File: config.mk
export PLATFORM = sky130hd
export DESIGN_NAME = utf8_text_validator_core
export DESIGN_NICKNAME = d
export VERILOG_FILES = /design/src/rtl/utv_pkg.sv /design/src/rtl/utv_step.sv /design/src/rtl/utf8_text_validator_core.sv
export SDC_FILE = /design/constraint.sdc
export NUM_CORES = 1
export LEC_CHECK = 0
export ABC_AREA = 0
export BUFFER_PORTS_ARGS = -buffer_cell sky130_fd_sc_hd__buf_2
export CORE_MARGIN = 5
export CORE_UTILIZATION = 30
export DETAILED_ROUTE_END_ITERATION = 16
export SLEW_MARGIN = 10
export SYNTH_ARGS = -nofsm -noshare
export SYNTH_HDL_FRONTEND = slang
export SYNTH_HIERARCHICAL = 1
export SYNTH_SLANG_ARGS = --single-unit
File: constraint.sdc
create_clock -name clk -period 2.6 [get_ports clk]
set_input_delay 0.26 -clock clk [delete_from_list [all_inputs] [get_ports clk]]
set_output_delay 0.26 -clock clk [all_outputs]
set_load 0.005 [all_outputs]
File: src/rtl/utv_pkg.sv
// ============================================================================
// utv_pkg - shared types and constants for the UTF-8 text validator
// Widths, verdict codes and the per-string decoder state record.
// ============================================================================
package utv_pkg;

    localparam int unsigned BYTE_W    = 8;
    localparam int unsigned MAX_LEN_W = 12;
    localparam int unsigned COUNT_W   = 13;
    localparam int unsigned ACCUM_W   = 21;
    localparam int unsigned PEND_W    = 2;

    localparam logic [MAX_LEN_W-1:0] MAX_LEN_RESET = 12'd1024;
    localparam logic [COUNT_W-1:0]   COUNT_MAX     = 13'h1fff;

    // Code point limits
    localparam logic [ACCUM_W-1:0] CP_MIN_2BYTE  = 21'h000080;
    localparam logic [ACCUM_W-1:0] CP_MIN_3BYTE  = 21'h000800;
    localparam logic [ACCUM_W-1:0] CP_MIN_4BYTE  = 21'h010000;
    localparam logic [ACCUM_W-1:0] CP_MAX        = 21'h10ffff;
    localparam logic [ACCUM_W-1:0] SURR_LO       = 21'h00d800;
    localparam logic [ACCUM_W-1:0] SURR_HI       = 21'h00dfff;

    // Result codes
    typedef enum logic [1:0] {
        VERDICT_VALID     = 2'd0,
        VERDICT_TOO_LONG  = 2'd1,
        VERDICT_MALFORMED = 2'd2
    } verdict_t;

    // Decoder state carried from byte to byte within one string
    typedef struct packed {
        logic [PEND_W-1:0]  pending;
        logic [PEND_W-1:0]  seq_len;
        logic [ACCUM_W-1:0] accum;
        logic               error_seen;
        logic [COUNT_W-1:0] byte_count;
    } utv_state_t;

endpackage

File: src/rtl/utv_step.sv
// ============================================================================
// utv_step - one-byte UTF-8 decode step
// Advances the per-string decoder state by one byte and forms the verdict
// that would be reported if this byte ends the string.
// ============================================================================
module utv_step
    import utv_pkg::*;
(
    input  utv_state_t             cur,
    input  logic [BYTE_W-1:0]      data_byte,
    input  logic [MAX_LEN_W-1:0]   max_text_bytes,
    output utv_state_t             nxt,
    output verdict_t               verdict
);

    logic seq_bad;

    always_comb
    begin
        nxt     = cur;
        seq_bad = 1'b0;

        // Saturating length count, includes every byte
        if (cur.byte_count != COUNT_MAX)
        begin
            nxt.byte_count = cur.byte_count + 1'b1;
        end

        // Decoding stops once the string is known bad
        if (!cur.error_seen)
        begin
            if (cur.pending == '0)
            begin
                // Expecting a lead byte
                if (data_byte[7] == 1'b0)
                begin
                    nxt.pending = cur.pending;
                end
                else if (data_byte[7:5] == 3'b110)
                begin
                    nxt.pending = 2'd1;
                    nxt.seq_len = 2'd1;
                    nxt.accum   = {16'd0, data_byte[4:0]};
                end
                else if (data_byte[7:4] == 4'b1110)
                begin
                    nxt.pending = 2'd2;
                    nxt.seq_len = 2'd2;
                    nxt.accum   = {17'd0, data_byte[3:0]};
                end
                else if (data_byte[7:3] == 5'b11110)
                begin
                    nxt.pending = 2'd3;
                    nxt.seq_len = 2'd3;
                    nxt.accum   = {18'd0, data_byte[2:0]};
                end
                else
                begin
                    nxt.error_seen = 1'b1;
                end
            end
            else if (data_byte[7:6] != 2'b10)
            begin
                // Bad continuation byte
                nxt.error_seen = 1'b1;
                nxt.pending    = '0;
            end
            else
            begin
                nxt.accum   = {cur.accum[ACCUM_W-7:0], data_byte[5:0]};
                nxt.pending = cur.pending - 1'b1;

                // Completed sequence: overlong, out of range or surrogate
                seq_bad = ((cur.seq_len == 2'd1) && (nxt.accum < CP_MIN_2BYTE)) ||
                          ((cur.seq_len == 2'd2) && (nxt.accum < CP_MIN_3BYTE)) ||
                          ((cur.seq_len == 2'd3) && (nxt.accum < CP_MIN_4BYTE)) ||
                          (nxt.accum > CP_MAX) ||
                          (nxt.accum inside {[SURR_LO:SURR_HI]});
                if ((nxt.pending == '0) && seq_bad)
                begin
                    nxt.error_seen = 1'b1;
                end
            end
        end

        // Verdict if this byte closes the string; length wins
        if (nxt.byte_count > {1'b0, max_text_bytes})
        begin
            verdict = VERDICT_TOO_LONG;
        end
        else if (nxt.error_seen || (nxt.pending != '0))
        begin
            verdict = VERDICT_MALFORMED;
        end
        else
        begin
            verdict = VERDICT_VALID;
        end
    end

endmodule

File: src/rtl/utf8_text_validator_core.sv
// ============================================================================
// utf8_text_validator_core - streaming UTF-8 validator with length limit
// Checks one text string per frame, one byte per item, and returns one
// verdict item per frame.
// ============================================================================
// Bytes of a string arrive one per item on s_axis, the final byte marked by
// tlast. The block takes one byte every clock while m_axis is not stalled. A
// byte accepted from s_axis sits in the input register until the decode step
// consumes it. When a final byte is consumed its verdict is registered in the
// result register and held on m_axis until taken. The rate is set by the
// single decoder state register, which is updated once per byte by a short
// combinational step. While a verdict waits on m_axis the decoder holds, the
// input register takes one more byte, and s_axis then stalls until the verdict
// is taken. Verdict codes: 0 valid, 1 longer than max_text_bytes, 2 malformed.
// max_text_bytes resets to 1024 and is written through cfg_wr_en / cfg_wr_data
// by the user only while idle; the block itself does not enforce this.
module utf8_text_validator_core
    import utv_pkg::*;
(
    input  logic                 clk,
    input  logic                 rst_n,

    // Configuration
    input  logic                 cfg_wr_en,
    input  logic [MAX_LEN_W-1:0] cfg_wr_data,    // max_text_bytes

    // Byte stream in
    input  logic                 s_axis_tvalid,
    output logic                 s_axis_tready,
    input  logic [7:0]           s_axis_tdata,   // [7:0] data_byte
    input  logic                 s_axis_tlast,   // last

    // Verdict out
    output logic                 m_axis_tvalid,
    input  logic                 m_axis_tready,
    output logic [7:0]           m_axis_tdata    // [1:0] verdict, [7:2] zero
);

    logic [MAX_LEN_W-1:0] max_len_reg;

    logic                 in_valid_reg;
    logic [BYTE_W-1:0]    in_byte_reg;
    logic                 in_last_reg;

    utv_state_t           state_reg;
    utv_state_t           state_next;
    utv_state_t           step_state;
    verdict_t             step_verdict;

    logic                 out_valid_reg;
    verdict_t             out_verdict_reg;

    logic                 advance;
    logic                 consume;
    logic                 in_take;

    // Handshake control
    assign advance       = !out_valid_reg || m_axis_tready;
    assign consume       = in_valid_reg && advance;
    assign s_axis_tready = !in_valid_reg || advance;
    assign in_take       = s_axis_tvalid && s_axis_tready;

    // Configuration register
    always_ff @(posedge clk or negedge rst_n)
    begin
        if (!rst_n)
        begin
            max_len_reg <= MAX_LEN_RESET;
        end
        else if (cfg_wr_en)
        begin
            max_len_reg <= cfg_wr_data;
        end
    end

    // Input register
    always_ff @(posedge clk or negedge rst_n)
    begin
        if (!rst_n)
        begin
            in_valid_reg <= 1'b0;
        end
        else if (s_axis_tready)
        begin
            in_valid_reg <= s_axis_tvalid;
        end
    end

    always_ff @(posedge clk)
    begin
        if (in_take)
        begin
            in_byte_reg <= s_axis_tdata;
            in_last_reg <= s_axis_tlast;
        end
    end

    // Decode step
    utv_step u_step (
        .cur            (state_reg),
        .data_byte      (in_byte_reg),
        .max_text_bytes (max_len_reg),
        .nxt            (step_state),
        .verdict        (step_verdict)
    );

    // Clear the string state after its final byte
    always_comb
    begin
        state_next = state_reg;
        if (consume)
        begin
            state_next = in_last_reg ? utv_state_t'('0) : step_state;
        end
    end

    always_ff @(posedge clk or negedge rst_n)
    begin
        if (!rst_n)
        begin
            state_reg <= '0;
        end
        else
        begin
            state_reg <= state_next;
        end
    end

    // Result register
    always_ff @(posedge clk or negedge rst_n)
    begin
        if (!rst_n)
        begin
            out_valid_reg <= 1'b0;
        end
        else if (advance)
        begin
            out_valid_reg <= consume && in_last_reg;
        end
    end

    always_ff @(posedge clk)
    begin
        if (consume && in_last_reg)
        begin
            out_verdict_reg <= step_verdict;
        end
    end

    assign m_axis_tvalid = out_valid_reg;
    assign m_axis_tdata  = {6'd0, out_verdict_reg};

`ifndef SYNTHESIS
    // A verdict appears only after a final byte went through the decode step
    a_verdict_source: assert property (@(posedge clk) disable iff (!rst_n)
        $rose(out_valid_reg) |-> $past(consume && in_last_reg))
        else $error("verdict without a final byte");

    // Pending continuation bytes never coexist with a sticky error
    a_pending_no_error: assert property (@(posedge clk) disable iff (!rst_n)
        (state_reg.pending != '0) |-> !state_reg.error_seen)
        else $error("pending count left set after an error");

    // Pending count never exceeds the length of the open sequence
    a_pending_le_len: assert property (@(posedge clk) disable iff (!rst_n)
        (state_reg.pending <= state_reg.seq_len))
        else $error("pending count above sequence length");

    // String state is cleared right after a final byte is decoded
    a_clear_on_last: assert property (@(posedge clk) disable iff (!rst_n)
        (consume && in_last_reg) |=> (state_reg.byte_count == '0))
        else $error("string state not cleared after final byte");
`endif

endmodule
==> impl_metrics.py <==
metrics = {
    "sta": {
        "finalWorstSetupSlack_ps": -122,
        "tightest_slew_ps": 559,
        "fmax_mhz": 367,
        "slew_headroom": 0.627,
        "period_share": 1.05,
        "fin_hold_ws_ps": 107,
        "clock-skew-final_ps": 3.95,
        "finalHoldViolations": 0,
        "maxSlewViolCount": 0,
        "setup_viol": 2,
        "rsz0062_at_grt": "yes",
        "period_minus_slack_ps": 2720,
    },
    "worst_hold_path": {
        "hold_path.class": "primary input to flop",
    },
    "run_status": {
        "status": "finished with violations",
        "violations": "negative setup slack",
    },
    "clocking": {
        "h-tree-depth": 3,
        "cts_tree": "built",
        "clk_pin_slew_ps": 50,
        "clock_sink_count": 58,
        "root_buffer": "clkbuf_16",
        "worstSkewPairLatency_ps": 330,
        "cts-buffers-inserted": 9,
        "cts_buffer_depth": 2,
    },
    "grt": {
        "antenna_found_initial": 0,
        "grt_pass1_wl_um": 12800,
        "overflow": 0,
        "grt_use_total": 0.113,
        "first_global_vias": 2700,
        "grt_max_degree": 35,
    },
    "route": {
        "route.detailed.drc": 0,
        "dr_total_vias": 2577,
        "dr.pass1.iters": 4,
        "drtIter0Drc": 163,
        "drt-total-wl_um": 7630,
        "drt.antenna.violating_nets": 0,
        "routedWlPerCell_um": 14.6,
        "via_per_inst": 4.92,
    },
    "worst_setup_path": {
        "worstSetupPathType": "flop to flop",
        "startpoint_type": "flop",
        "end_kind": "flop",
        "cp_max_fo": 3,
        "required_ps": 2670,
        "arrival_ps": 2790,
    },
    "cells_and_area": {
        "drive_above_1_share": 0.407,
        "design_area_sq_um": 4400,
        "post-route-util": 0.382,
        "largest_reg_flops": 33,
        "n_antenna_cell": 0,
        "nets": 417,
        "instances_no_fill": 524,
        "area_growth_pct": 24.0,
    },
    "logic_synthesis": {
        "syn_area_sq_um": 3550,
        "synthCells": 320,
        "synth_warnings": 6,
        "syn_avg_cell_area_sq_um": 11.1,
    },
    "floorplan": {
        "fp-row-count": 39,
        "coreArea_sq_um": 11500,
        "io_pins": 36,
        "die-width_um": 119,
        "die_h_um": 119,
        "dieArea_sq_um": 14100,
        "start_util": 0.308,
    },
    "power_and_ir_drop": {
        "leakagePower_nw": 2.13,
        "p_per_area_nw_per_um2": 660,
        "vdd_drop_max_v": 0.000402,
        "p_total_w": 0.00290,
    },
    "placed_design": {
        "portBuffers": 29,
        "placed_cells": 500,
        "place_area_sq_um": 3950,
        "dp_hpwl_um": 5150,
        "gp_congestion": 0.833,
    },
    "flow_run": {
        "drv_cap": 0,
    },
}
## timing repair
| item | 4_1_cts | 5_1_grt |
|---|---|---|
| gates resized for setup | 19 | 7 |
| pin swaps | 19 | 12 |
| hold buffers | 1 | 0 |
| setup buffers | 4 | 3 |
| endpoints found under the hold margin | 13 | 0 |
| setup endpoints to repair | 2 | 2 |
## metal layers
| metal | share of wire | global-route usage | up-vias |
|---|---|---|---|
| met1 | 0.46 | 0.140 | 1273 |
| met3 | 0.037 | 0.0296 | 10 |
| met5 | 0 | 0 | - |
| met2 | 0.49 | 0.187 | 56 |
| met4 | 0.019 | 0.0492 | 0 |
| li1 | - | - | 1238 |
## placed cells by master, fill, tap and decap left out, types with 4 or more instances in the layout
master and instances:
and3_1 4, nand2_1 16, a22o_1 8, inv_1 16, o21ai_0 4, clkbuf_16 9, and2b_1 18, buf_4 27
and3_4 4, a21oi_1 6, ha_1 14, nand3_2 4, dfrtp_1 46, edfxtp_1 11, xnor2_1 4, nand3_1 6
nor2b_1 17, conb_1 6, mux2_2 42, nor2_1 10, mux2_4 6, buf_2 29
## power breakdown
group / switching [W] / total [W] / internal, W
clock: 0.000393 / 0.00102 / 0.000630
sequential: 0.0000833 / 0.00111 / 0.00103
combinational: 0.000383 / 0.000768 / 0.000385
total: 0.000859 / 0.00290 / 0.00204
## worst paths after layout
check,cells after the start,to,startpoint,slack [ps]
setup / recovery,13,out_verdict_reg[1],state_reg[0],-120
hold / removal,1,in_byte_reg[2],s_axis_tdata[2],110
setup reg to reg,13,out_verdict_reg[1],state_reg[0],-120
hold reg to reg,1,max_len_reg[7],max_len_reg[7],500
max in group asynchronous,3,max_len_reg[10],rst_n,1420
min in group asynchronous,2,max_len_reg[11],rst_n,380
## metrics by stage
step           TNS (ps)  setup slack, ps
6_report           -234             -122
5_1_grt            -514             -270
4_1_cts            -151            -98.1
3_5_place_dp       -336             -199
3_3_place_gp       -155            -86.2
2_1_floorplan     -38.2            -27.8
## worst max-delay path, cell delays in order, from the launching register on
cell and delay (ps):
dfrtp_1 360, ha_2 190, and3_4 220, and3_4 200, nand4_1 110, buf_4 160
xnor2_1 130, ha_1 310, and4_4 260, nand3_4 90, a31oi_4 160, a211oi_2 50
o21bai_1 160, nor2_1 70
## area by class of cell
cell class	instances	area [sq um]
Fill cell	1148	7120
Multi-Input combinational cell	232	2020
Sequential cell	58	1510
Timing Repair Buffer	58	369
Clock buffer	11	233
Tap cell	143	179
Inverter	17	63.8
Clock inverter	5	21.3
Power figures use the tool's default switching activity.
